### src/cdhq_pkg.sv
// cdhq_pkg: shared types, constants and lookup tables of the chroma dc
// hadamard / quantizer core
// no dependencies

package cdhq_pkg;

    // field and register widths
    localparam int DATA_W           = 16;
    localparam int SAMPLE_WIDTH_DEF = 16;
    localparam int MODE_W           = 2;
    localparam int QP_W             = 6;
    localparam int QE_W             = 4;
    localparam int QM_W             = 3;
    localparam int SCALE_W          = 14;
    localparam int OFFSET_W         = 25;
    localparam int SHIFT_W          = 5;
    localparam int SHIFT_BASE       = 16;
    localparam int CFG_INDEX_W      = 1;
    localparam int CFG_DATA_W       = 6;

    // qp / 6 as a multiply by a reciprocal, exact for every 6-bit qp
    localparam int QP_DIV6_MUL      = 43;
    localparam int QP_DIV6_SHIFT    = 8;
    localparam int QP_MOD_BASE      = 6;

    // operating modes
    localparam logic [MODE_W-1:0] MODE_XFORM_QUANT = 2'd0;
    localparam logic [MODE_W-1:0] MODE_XFORM       = 2'd1;
    localparam logic [MODE_W-1:0] MODE_QUANT       = 2'd2;
    localparam logic [MODE_W-1:0] MODE_XFORM_ALT   = 2'd3;

    // register indexes
    localparam logic [CFG_INDEX_W-1:0] REG_MODE = 1'd0;
    localparam logic [CFG_INDEX_W-1:0] REG_QP   = 1'd1;

    typedef struct packed {
        logic signed [DATA_W-1:0] in0;
        logic signed [DATA_W-1:0] in1;
        logic signed [DATA_W-1:0] in2;
        logic signed [DATA_W-1:0] in3;
    } blk_t;

    typedef struct packed {
        logic signed [DATA_W-1:0] out0;
        logic signed [DATA_W-1:0] out1;
        logic signed [DATA_W-1:0] out2;
        logic signed [DATA_W-1:0] out3;
    } coef_t;

    // decoded configuration handed to the datapath
    typedef struct packed {
        logic [MODE_W-1:0] mode;
        logic [QE_W-1:0]   qe;
        logic [QM_W-1:0]   qm;
    } cfg_t;

    // quantizer scale per qp mod 6
    function automatic logic [SCALE_W-1:0] scale_lookup(input logic [QM_W-1:0] qm);
        logic [SCALE_W-1:0] s;
        unique case (qm)
            3'd0:    s = 14'd13107;
            3'd1:    s = 14'd11916;
            3'd2:    s = 14'd10082;
            3'd3:    s = 14'd9362;
            3'd4:    s = 14'd8192;
            3'd5:    s = 14'd7282;
            default: s = '0;
        endcase
        return s;
    endfunction

    // rounding offset 2*floor(2^(15+qe)/3) per qp / 6
    function automatic logic [OFFSET_W-1:0] offset_lookup(input logic [QE_W-1:0] qe);
        logic [OFFSET_W-1:0] f;
        unique case (qe)
            4'd0:    f = 25'd21844;
            4'd1:    f = 25'd43690;
            4'd2:    f = 25'd87380;
            4'd3:    f = 25'd174762;
            4'd4:    f = 25'd349524;
            4'd5:    f = 25'd699050;
            4'd6:    f = 25'd1398100;
            4'd7:    f = 25'd2796202;
            4'd8:    f = 25'd5592404;
            4'd9:    f = 25'd11184810;
            4'd10:   f = 25'd22369620;
            default: f = '0;
        endcase
        return f;
    endfunction

endpackage

### src/cdhq_cfg_regs.sv
// cdhq_cfg_regs: mode and qp registers, qp split into qp/6 and qp mod 6
// depends on cdhq_pkg

module cdhq_cfg_regs (
    input  logic                               clk,
    input  logic                               rst_n,
    input  logic                               cfg_valid,
    input  logic [cdhq_pkg::CFG_INDEX_W-1:0]   cfg_index,
    input  logic [cdhq_pkg::CFG_DATA_W-1:0]    cfg_data,
    output cdhq_pkg::cfg_t                     cfg
);

    logic [cdhq_pkg::MODE_W-1:0] mode_reg, mode_next;
    logic [cdhq_pkg::QE_W-1:0]   qe_reg, qe_next;
    logic [cdhq_pkg::QM_W-1:0]   qm_reg, qm_next;

    logic [cdhq_pkg::QP_W-1:0]   qp_val;
    logic [2*cdhq_pkg::QP_W-1:0] div_prod;
    logic [cdhq_pkg::QP_W-1:0]   qe_times6;
    logic [cdhq_pkg::QP_W-1:0]   rem;

    assign qp_val    = cfg_data[cdhq_pkg::QP_W-1:0];
    assign div_prod  = qp_val * cdhq_pkg::QP_W'(cdhq_pkg::QP_DIV6_MUL);
    assign qe_times6 = cdhq_pkg::QP_W'(div_prod[cdhq_pkg::QP_DIV6_SHIFT +: cdhq_pkg::QE_W])
                       * cdhq_pkg::QP_W'(cdhq_pkg::QP_MOD_BASE);
    assign rem       = qp_val - qe_times6;

    always_comb
    begin
        mode_next = mode_reg;
        qe_next   = qe_reg;
        qm_next   = qm_reg;
        if (cfg_valid)
        begin
            unique case (cfg_index)
                cdhq_pkg::REG_MODE:
                begin
                    mode_next = cfg_data[cdhq_pkg::MODE_W-1:0];
                end
                cdhq_pkg::REG_QP:
                begin
                    qe_next = div_prod[cdhq_pkg::QP_DIV6_SHIFT +: cdhq_pkg::QE_W];
                    qm_next = rem[cdhq_pkg::QM_W-1:0];
                end
                default:
                begin
                    mode_next = mode_reg;
                end
            endcase
        end
    end

    // reset qp is 1: qp/6 = 0, qp mod 6 = 1
    always_ff @(posedge clk or negedge rst_n)
    begin
        if (!rst_n)
        begin
            mode_reg <= cdhq_pkg::MODE_XFORM_QUANT;
            qe_reg   <= '0;
            qm_reg   <= cdhq_pkg::QM_W'(1);
        end
        else
        begin
            mode_reg <= mode_next;
            qe_reg   <= qe_next;
            qm_reg   <= qm_next;
        end
    end

    assign cfg.mode = mode_reg;
    assign cfg.qe   = qe_reg;
    assign cfg.qm   = qm_reg;

endmodule

### src/cdhq_quant.sv
// cdhq_quant: sign-magnitude quantizer for one coefficient
// depends on cdhq_pkg

module cdhq_quant #(
    parameter int IN_W = cdhq_pkg::SAMPLE_WIDTH_DEF + 2
) (
    input  logic signed [IN_W-1:0]            x,
    input  logic [cdhq_pkg::QE_W-1:0]         qe,
    input  logic [cdhq_pkg::QM_W-1:0]         qm,
    output logic signed [cdhq_pkg::DATA_W-1:0] q
);

    localparam int PROD_W = IN_W + cdhq_pkg::SCALE_W;
    localparam int SUM_W  = ((PROD_W > cdhq_pkg::OFFSET_W) ? PROD_W : cdhq_pkg::OFFSET_W) + 1;

    logic                              neg;
    logic [IN_W-1:0]                   mag;
    logic [PROD_W-1:0]                 prod;
    logic [SUM_W-1:0]                  sum;
    logic [cdhq_pkg::SHIFT_W-1:0]      shamt;
    logic [SUM_W-1:0]                  shifted;
    logic [cdhq_pkg::DATA_W-1:0]       q_mag;

    assign neg     = x[IN_W-1];
    assign mag     = neg ? (~x + IN_W'(1)) : x;
    assign prod    = PROD_W'(mag) * PROD_W'(cdhq_pkg::scale_lookup(qm));
    assign sum     = SUM_W'(prod) + SUM_W'(cdhq_pkg::offset_lookup(qe));
    assign shamt   = cdhq_pkg::SHIFT_W'(cdhq_pkg::SHIFT_BASE) + cdhq_pkg::SHIFT_W'(qe);
    assign shifted = sum >> shamt;
    assign q_mag   = shifted[cdhq_pkg::DATA_W-1:0];
    // sign restored modulo 2^16
    assign q       = neg ? (~q_mag + cdhq_pkg::DATA_W'(1)) : q_mag;

endmodule

### src/cdhq_datapath.sv
// cdhq_datapath: 2x2 hadamard, mode select and four quantizer lanes
// depends on cdhq_pkg and cdhq_quant

module cdhq_datapath #(
    parameter int SAMPLE_WIDTH = cdhq_pkg::SAMPLE_WIDTH_DEF
) (
    input  cdhq_pkg::blk_t  blk,
    input  cdhq_pkg::cfg_t  cfg,
    output cdhq_pkg::coef_t coef
);

    localparam int Y_W  = SAMPLE_WIDTH + 2;
    localparam int EXT_W = Y_W + cdhq_pkg::DATA_W;

    logic [cdhq_pkg::DATA_W-1:0] raw  [4];
    logic signed [Y_W-1:0]       x    [4];
    logic signed [Y_W-1:0]       y    [4];
    logic signed [Y_W-1:0]       q_in [4];
    logic signed [cdhq_pkg::DATA_W-1:0] q_out [4];
    logic [cdhq_pkg::DATA_W-1:0] res  [4];
    logic signed [Y_W-1:0]       r0, r1, t0, t1;

    assign raw[0] = blk.in0;
    assign raw[1] = blk.in1;
    assign raw[2] = blk.in2;
    assign raw[3] = blk.in3;

    assign r0   = x[0] + x[1];
    assign r1   = x[0] - x[1];
    assign t0   = x[2] + x[3];
    assign t1   = x[2] - x[3];
    assign y[0] = r0 + t0;
    assign y[1] = r1 + t1;
    assign y[2] = r0 - t0;
    assign y[3] = r1 - t1;

    for (genvar i = 0; i < 4; i++)
    begin : g_lane
        logic [SAMPLE_WIDTH-1:0] lo;
        logic [EXT_W-1:0]        y_ext;

        // sample is the low bits of the field, sign extended
        assign lo      = raw[i][SAMPLE_WIDTH-1:0];
        assign x[i]    = {{2{lo[SAMPLE_WIDTH-1]}}, lo};
        assign q_in[i] = (cfg.mode == cdhq_pkg::MODE_QUANT) ? x[i] : y[i];
        assign y_ext   = {{cdhq_pkg::DATA_W{y[i][Y_W-1]}}, y[i]};

        cdhq_quant #(
            .IN_W (Y_W)
        ) u_quant (
            .x  (q_in[i]),
            .qe (cfg.qe),
            .qm (cfg.qm),
            .q  (q_out[i])
        );

        always_comb
        begin
            unique case (cfg.mode)
                cdhq_pkg::MODE_XFORM_QUANT: res[i] = q_out[i];
                cdhq_pkg::MODE_QUANT:       res[i] = q_out[i];
                cdhq_pkg::MODE_XFORM:       res[i] = y_ext[cdhq_pkg::DATA_W-1:0];
                cdhq_pkg::MODE_XFORM_ALT:   res[i] = y_ext[cdhq_pkg::DATA_W-1:0];
                default:                    res[i] = y_ext[cdhq_pkg::DATA_W-1:0];
            endcase
        end
    end

    assign coef.out0 = res[0];
    assign coef.out1 = res[1];
    assign coef.out2 = res[2];
    assign coef.out3 = res[3];

endmodule

### src/chroma_dc_hadamard_quant_core.sv
// chroma_dc_hadamard_quant_core: top level of the chroma dc 2x2 hadamard
// and quantizer; depends on cdhq_pkg, cdhq_cfg_regs, cdhq_datapath

// one 2x2 block of signed chroma dc samples comes in per word on blk and
// one word of four coefficients leaves on coef. mode 0 runs the 2x2
// hadamard and then quantizes, mode 1 (and the unused code 3) gives the
// hadamard only, mode 2 quantizes the four samples directly. quantization
// is (|x|*scale[qp mod 6] + 2*floor(2^(15+qp/6)/3)) >> (16+qp/6) with the
// sign put back, and every result is wrapped to 16 bits. a word moves at a
// clock edge where valid is high and stall is low. the block takes one word
// per cycle while coef_stall is low; a word passes the input register and
// then the result register, with the hadamard, one multiplier per lane and
// the rounding shift between them. the input register doubles as a skid
// stage: when empty it takes a new block while a finished word waits on
// coef_stall. cfg_ready is always high; write mode and qp only while the
// core is empty. qp above 51 still follows the same formula.

module chroma_dc_hadamard_quant_core #(
    parameter int SAMPLE_WIDTH = cdhq_pkg::SAMPLE_WIDTH_DEF
) (
    input  logic                             clk,
    input  logic                             rst_n,

    // block input channel
    input  logic                             blk_valid,
    output logic                             blk_stall,
    input  cdhq_pkg::blk_t                   blk,

    // coefficient output channel
    output logic                             coef_valid,
    input  logic                             coef_stall,
    output cdhq_pkg::coef_t                  coef,

    // register write channel
    input  logic                             cfg_valid,
    output logic                             cfg_ready,
    input  logic [cdhq_pkg::CFG_INDEX_W-1:0] cfg_index,
    input  logic [cdhq_pkg::CFG_DATA_W-1:0]  cfg_data
);

    cdhq_pkg::cfg_t  cfg;
    cdhq_pkg::coef_t coef_comb;

    // input stage
    logic            s1_valid_reg, s1_valid_next;
    cdhq_pkg::blk_t  s1_blk_reg;

    // result stage
    logic            out_valid_reg, out_valid_next;
    cdhq_pkg::coef_t out_reg;

    logic            blk_accept;
    logic            out_load;
    logic            s1_advance;

    // registers are always writable
    assign cfg_ready = 1'b1;

    cdhq_cfg_regs u_cfg_regs (
        .clk       (clk),
        .rst_n     (rst_n),
        .cfg_valid (cfg_valid),
        .cfg_index (cfg_index),
        .cfg_data  (cfg_data),
        .cfg       (cfg)
    );

    cdhq_datapath #(
        .SAMPLE_WIDTH (SAMPLE_WIDTH)
    ) u_datapath (
        .blk  (s1_blk_reg),
        .cfg  (cfg),
        .coef (coef_comb)
    );

    // result register can load when empty or being drained this cycle
    assign out_load   = !out_valid_reg || !coef_stall;
    assign s1_advance = s1_valid_reg && out_load;
    // input register only blocks when it is full and cannot move on
    assign blk_stall  = s1_valid_reg && !out_load;
    assign blk_accept = blk_valid && !blk_stall;

    always_comb
    begin
        if (blk_accept)
        begin
            s1_valid_next = 1'b1;
        end
        else if (out_load)
        begin
            s1_valid_next = 1'b0;
        end
        else
        begin
            s1_valid_next = s1_valid_reg;
        end

        if (out_load)
        begin
            out_valid_next = s1_valid_reg;
        end
        else
        begin
            out_valid_next = out_valid_reg;
        end
    end

    always_ff @(posedge clk or negedge rst_n)
    begin
        if (!rst_n)
        begin
            s1_valid_reg  <= 1'b0;
            out_valid_reg <= 1'b0;
        end
        else
        begin
            s1_valid_reg  <= s1_valid_next;
            out_valid_reg <= out_valid_next;
        end
    end

    // payload registers, no reset
    always_ff @(posedge clk)
    begin
        if (blk_accept)
        begin
            s1_blk_reg <= blk;
        end
        if (s1_advance)
        begin
            out_reg <= coef_comb;
        end
    end

    assign coef_valid = out_valid_reg;
    assign coef       = out_reg;

endmodule

### config.mk
export PLATFORM = sky130hd
export DESIGN_NAME = chroma_dc_hadamard_quant_core
export DESIGN_NICKNAME = d
export VERILOG_FILES = /design/src/cdhq_pkg.sv /design/src/cdhq_cfg_regs.sv /design/src/cdhq_quant.sv /design/src/cdhq_datapath.sv /design/src/chroma_dc_hadamard_quant_core.sv
export SDC_FILE = /design/constraint.sdc
export NUM_CORES = 2
export LEC_CHECK = 0
export BUFFER_PORTS_ARGS = -buffer_cell sky130_fd_sc_hd__buf_2
export CAP_MARGIN = 15
export CELL_PAD_IN_SITES_DETAIL_PLACEMENT = 1
export CELL_PAD_IN_SITES_GLOBAL_PLACEMENT = 1
export CORE_AREA = 2 2 430 432
export CTS_CLUSTER_SIZE = 14
export DETAILED_ROUTE_END_ITERATION = 10
export DIE_AREA = 0 0 432 434
export PLACE_DENSITY = 0.59
export SLEW_MARGIN = 15
export SYNTH_ARGS = -nofsm -noshare
export SYNTH_HDL_FRONTEND = slang
export SYNTH_SLANG_ARGS = --single-unit
### constraint.sdc
create_clock -name clk -period 37.3 [get_ports clk]
set_input_delay 3.73 -clock clk [delete_from_list [all_inputs] [get_ports clk]]
set_output_delay 3.73 -clock clk [all_outputs]
set_load 0.01 [all_outputs]
* Word-level counts from Yosys, hierarchy flattened
Memories as Yosys holds them, arrays and structs flattened.
Cells that the tools add are included.
** Cells by class
- Reduce and logical (&&, ||, !) cells :: 15
- Multipliers :: 6
- Multiplexer cells :: 19
- $add $sub $neg :: 22
- Equal/unequal tests :: 8
- Bitwise gates (word level) :: 9
- Shifts and indexed selects :: 4
** Operators by type and width (count)
- $mux 18 :: 8
- $add 32x25->33 :: 4
- $shr 33x5->16 :: 4
- $mul 18x14->32 :: 4
- $pmux 16 s2 :: 4
- $pmux 14 s6 :: 1
- $add 18x2->18 const B :: 4
- $not 18->18 :: 4
- $add 16x1->16 const B :: 4
- $mux 16 :: 4
- $not 16->16 :: 4
- $add 18x18->18 :: 2
- $sub 18x18->18 :: 2
- $add 16x16->17 :: 2
- $sub 16x16->17 :: 2
- $mul 6x6->12 const B :: 1
- $eq 3x2->1 const B :: 2
- $eq 3x3->1 const B :: 2
- $add 5x4->5 const A :: 1
- $eq 2x2->1 const B :: 2
- $logic_not 1->1 :: 4
- $mul 4x2->2 const B :: 1
- $reduce_and 2->1 :: 2
- $reduce_or 2->1 :: 2
- 10 further kinds :: 13
** Storage, ports and cells
- Output and inout bits :: 67
- Bits in read-only memories :: 1536
- Bits of input ports :: 76
- Memories kept :: 4
- Register bits after elaboration :: 139
** Memories
- (no name shown) :: depth 16, bits a word 24, read ports 1, clocked after Yosys merged registers in 0, write ports 0, RTL line cdhq_pkg.sv:75 : unique case (qe)
- (no name shown) :: depth 16, bits a word 24, read ports 1, clocked after Yosys merged registers in 0, write ports 0, RTL line cdhq_pkg.sv:75
- (no name shown) :: depth 16, bits a word 24, read ports 1, clocked after Yosys merged registers in 0, write ports 0, RTL line cdhq_pkg.sv:75
- (no name shown) :: depth 16, bits a word 24, read ports 1, clocked after Yosys merged registers in 0, write ports 0, RTL line cdhq_pkg.sv:75

* Depth between registers and ports, before layout
- Depth after elaboration :: 13
- Depth in mapped cells :: 56

* By module
A second synthesis with hierarchy kept.
** Second synthesis, totals
- Cells, all modules :: 6947
- Area total of the unflattened synthesis :: 56670.6 um^2
** By module, submodules not included
- cdhq_quant (u_datapath.g_lane[1].u_quant) :: times used 1, seq. area each 0.0 um^2, cells an instance 1399, area an instance 11129.4 um^2
- cdhq_quant (u_datapath.g_lane[3].u_quant) :: times used 1, seq. area each 0.0 um^2, cells an instance 1378, area an instance 10969.3 um^2
- cdhq_quant (u_datapath.g_lane[0].u_quant) :: times used 1, seq. area each 0.0 um^2, cells an instance 1384, area an instance 10961.8 um^2
- cdhq_quant (u_datapath.g_lane[2].u_quant) :: times used 1, seq. area each 0.0 um^2, cells an instance 1352, area an instance 10681.5 um^2
- cdhq_datapath :: times used 1, seq. area each 0.0 um^2, cells an instance 1201, area an instance 7992.7 um^2
- chroma_dc_hadamard_quant_core :: times used 1, seq. area each 3893.7 um^2, cells an instance 138, area an instance 3947.5 um^2
- cdhq_cfg_regs :: times used 1, seq. area each 226.5 um^2, cells an instance 95, area an instance 988.4 um^2

* Least setup slack after synthesis
No wires, ideal clock.
- Path type :: register -> register
- Start point :: reg s1_blk_reg[32] (netlist bit)
- End point :: reg out_reg (netlist bit coef[10]) (data pin)
- Data required time :: 37.040 ns
- Data arrival time :: 12.119 ns
- Cell stages (with the launch flop) :: 48
- Library setup time :: 0.260 ns
- Path slack :: 24.921 ns
- Path through :: edfxtp_1 ha_1 fa_1 nor2b_1 o21ai_0 a21boi_0 o21ai_0 a21oi_1 o21ai_0 a21oi_1 o21ai_0 a211o_1 a21oi_1 o21a_1 o21ai_0 a31o_2 ha_1 or3_1 [12 not listed] fa_1 fa_1 fa_1 ha_1 buf_4 nand2_1 or4_1 a21o_1 nor3_4 nor3_1 a211o_1 mux4_2 a221o_1 a2111oi_4 and4bb_1 a21oi_1 xnor2_1 mux2_2
** RTL lines
- from (decl) :: RTL line chroma_dc_hadamard_quant_core.sv:46 : cdhq_pkg::blk_t s1_blk_reg;
- from (signal assigned) :: RTL line chroma_dc_hadamard_quant_core.sv:127 : s1_blk_reg <= blk;
- to (signal assigned) :: RTL line chroma_dc_hadamard_quant_core.sv:131 : out_reg <= coef_comb;
- to (decl) :: RTL line chroma_dc_hadamard_quant_core.sv:50 : cdhq_pkg::coef_t out_reg;

==> results by group <==
Routing
  • Final WL: 252000 microns
  • DRC viols: 0
  • WL per Instance: 28.1 microns
  • Via count: 50600
  • Detailed Route Iter0 Violations: 4080
  • Via density: 5.63
  • DR pass1 iterations: 5
  • Post-route antenna net violation count: 0

Timing
  • Final Hold Violating Endpoints: 0
  • Max Freq: 61.3 MHz
  • Slew HR: 0.136
  • Worst Tran Pin Value: 1.29 ns
  • Setup TNS Final: 0 ns
  • Final Max Tran Viols: 0
  • RSZ-0062 raised after global routing: no
  • Clk_skew: 0.0316 ns
  • Final worst setup slack: 20.99 ns
  • # setup viols final: 0
  • Final period util: 0.437
  • Final Critical Period: 16.31 ns

Synth
  • Post-Syn Area per Cell: 8.33 sq um
  • Count of flip-flops with a built-in enable after synthesis: 128
  • Prevailing post-synth register cell: edfxtp_1
  • Number of synthesized register bits: 139
  • Library cells used by synthesis: 111
  • Post-synthesis instance area: 0.0546 sq mm
  • Syn Nets: 8028
  • Register area share after synthesis: 0.0755
  • Synth warnings: 0
  • Async S/R FF share, synth: 0.0791
  • Mapped Cells: 6553

Critical path
  • CP max stage delay: 0.96 ns
  • Slowest stage cell on the critical path: a31oi_2
  • Worst Setup Start Kind: flip-flop
  • Critical Path AT: 16.49 ns
  • Worst-path fanout max: 20
  • Data required, critical path: 37.48 ns
  • Setup CP Type: reg -> reg
  • CP endpoint kind: flip-flop

Clock tree
  • Gates resized, CTS repair: 0
  • TritonCTS clock tree: yes
  • Clock Pin Slew Worst Setup and Hold Paths: 0.07 ns
  • Number of post-CTS setup repair buffers: 0
  • Hold buffer count at cts: 0
  • Clock buffer depth: 2
  • # H-tree levels: 4
  • CTS Sinks: 139
  • Clock root cell: clkbuf_16
  • Clock Latency Late Sink: 0.49 ns
  • CTS buffer count: 17

Outcome
  • Outcome: finished clean

Floorplan
  • Starting Density: 0.299
  • Core Box Area: 0.182 sq mm
  • Die ar.: 0.187 sq mm
  • Die Wd: 432 microns
  • Placement Rows: 157
  • Io pins: 143
  • Chip Height: 434 microns

Placed design
  • Pre-CTS setup slack: 21.24 ns
  • IO buf count: 141
  • Detailed Place HPWL: 209000 microns
  • RD Place Congestion: 0.968
  • DP Area: 0.0585 sq mm

Global routing
  • GRT Util Overall: 0.268
  • Number of global-route vias before repair: 53400
  • Gr ovfl total: 0
  • First-pass GRT wire length: 370000 microns
  • Largest net degree at the start of global routing: 65
  • Initial antenna violation count: 12

Finish
  • Design area: 0.0591 sq mm
  • Fin util: 0.324
  • Most common cell after layout, fill and taps aside: inv_1
  • Most frequent cells in the layout: inv_1, fa_1, nand2_1
  • Synthesis-to-finish area growth: 8.27%
  • Layout net count: 8046
  • Layout cell share with drive strength beyond 1: 0.0744

Min path
  • Min-Delay Path Class: reg -> reg

Flow run
  • Max-cap viol count: 0
Yosys cell counts, drive strengths merged, types with 48 or more instances:
| cell | number | area share |
|---|---|---|
| or3 | 48 | 0.0055 |
| nand2 | 768 | 0.053 |
| a21oi | 309 | 0.028 |
| nand3 | 75 | 0.0069 |
| o21a | 51 | 0.0070 |
| nor3 | 106 | 0.010 |
| fa | 856 | 0.31 |
| o21ai | 235 | 0.022 |
| xor2 | 113 | 0.018 |
| edfxtp | 128 | 0.070 |
| a211oi | 59 | 0.0085 |
| mux2i | 60 | 0.011 |
| nand4 | 56 | 0.0065 |
| nor2 | 751 | 0.052 |
| o21bai | 52 | 0.0071 |
| xnor2 | 189 | 0.030 |
| and2 | 57 | 0.0065 |
| a21o | 69 | 0.0095 |
| clkbuf | 240 | 0.016 |
| a31oi | 58 | 0.0066 |
| and3 | 62 | 0.0071 |
| inv | 923 | 0.063 |
| ha | 543 | 0.12 |
routing by layer:
metal	wire, microns	vias to the layer above	GRT usage
li1	-	21900	-
met1	111000	26400	0.368
met2	113000	1863	0.423
met3	16900	378	0.0380
met4	11100	12	0.107
met5	78	-	0
final cells by class:
type	count	area (sq um)
diodes	6	15.0
clock buffers	17	425
clock inverters	15	195
fillers	21600	123000
inverters	924	3470
multi-input cells	5204	46100
flip-flops and latches	139	4130
well taps	2385	2980
repair buffers	285	1790
worst max-delay path, delay by kind of cell, from the launching register on:
kind | cells | cell delay, ns
DFF | 1 | 0.50
and+or+nand+nor | 7 | 1.55
AOI/OAI and AO/OA | 26 | 7.82
buffers and inverters | 3 | 0.19
adders and majority gates | 10 | 4.71
xor gates and xnor gates | 3 | 1.21
cell families after synthesis:
group | count (synthesis) | share of synthesized area
AO/OA/AOI/OAI | 1240 | 0.155
XOR/XNOR | 302 | 0.0484
adder cells (fa/ha/maj) | 1399 | 0.438
buffers and inverters | 1210 | 0.0839
flip-flops | 139 | 0.0755
multiplexers | 93 | 0.0200
other | 1 | 0.0000687
AND/OR/NAND/NOR | 2169 | 0.179
path summary, 6_finish.rpt:
kind / start / cells past startpoint / slack [ns] / end
worst max-delay path: s1_blk_reg[33] / 49 / 20.99 / coef[12]
worst min-delay path: s1_valid_reg / 1 / 0.49 / coef_valid
worst max register to register: s1_blk_reg[33] / 49 / 20.99 / coef[12]
worst min register to register: s1_valid_reg / 1 / 0.49 / coef_valid
max in group asynchronous: rst_n / 1 / 33.89 / u_cfg_regs.qm_reg[0]
min in group asynchronous: rst_n / 1 / 3.13 / u_cfg_regs.qm_reg[2]
metrics by stage:
step | instances | hold WS [ns]
finish | 8975 | 0.491
global route | 8969 | 0.516
CTS | 8968 | 0.488
detailed placement | 8936 | 0.474
global placement | 8936 | 0.479
floorplan | 6553 | 0.443
Power is left out: the tool's default activity adds up to more than one toggle a clock period on the data nets, which glitch-free logic cannot reach.
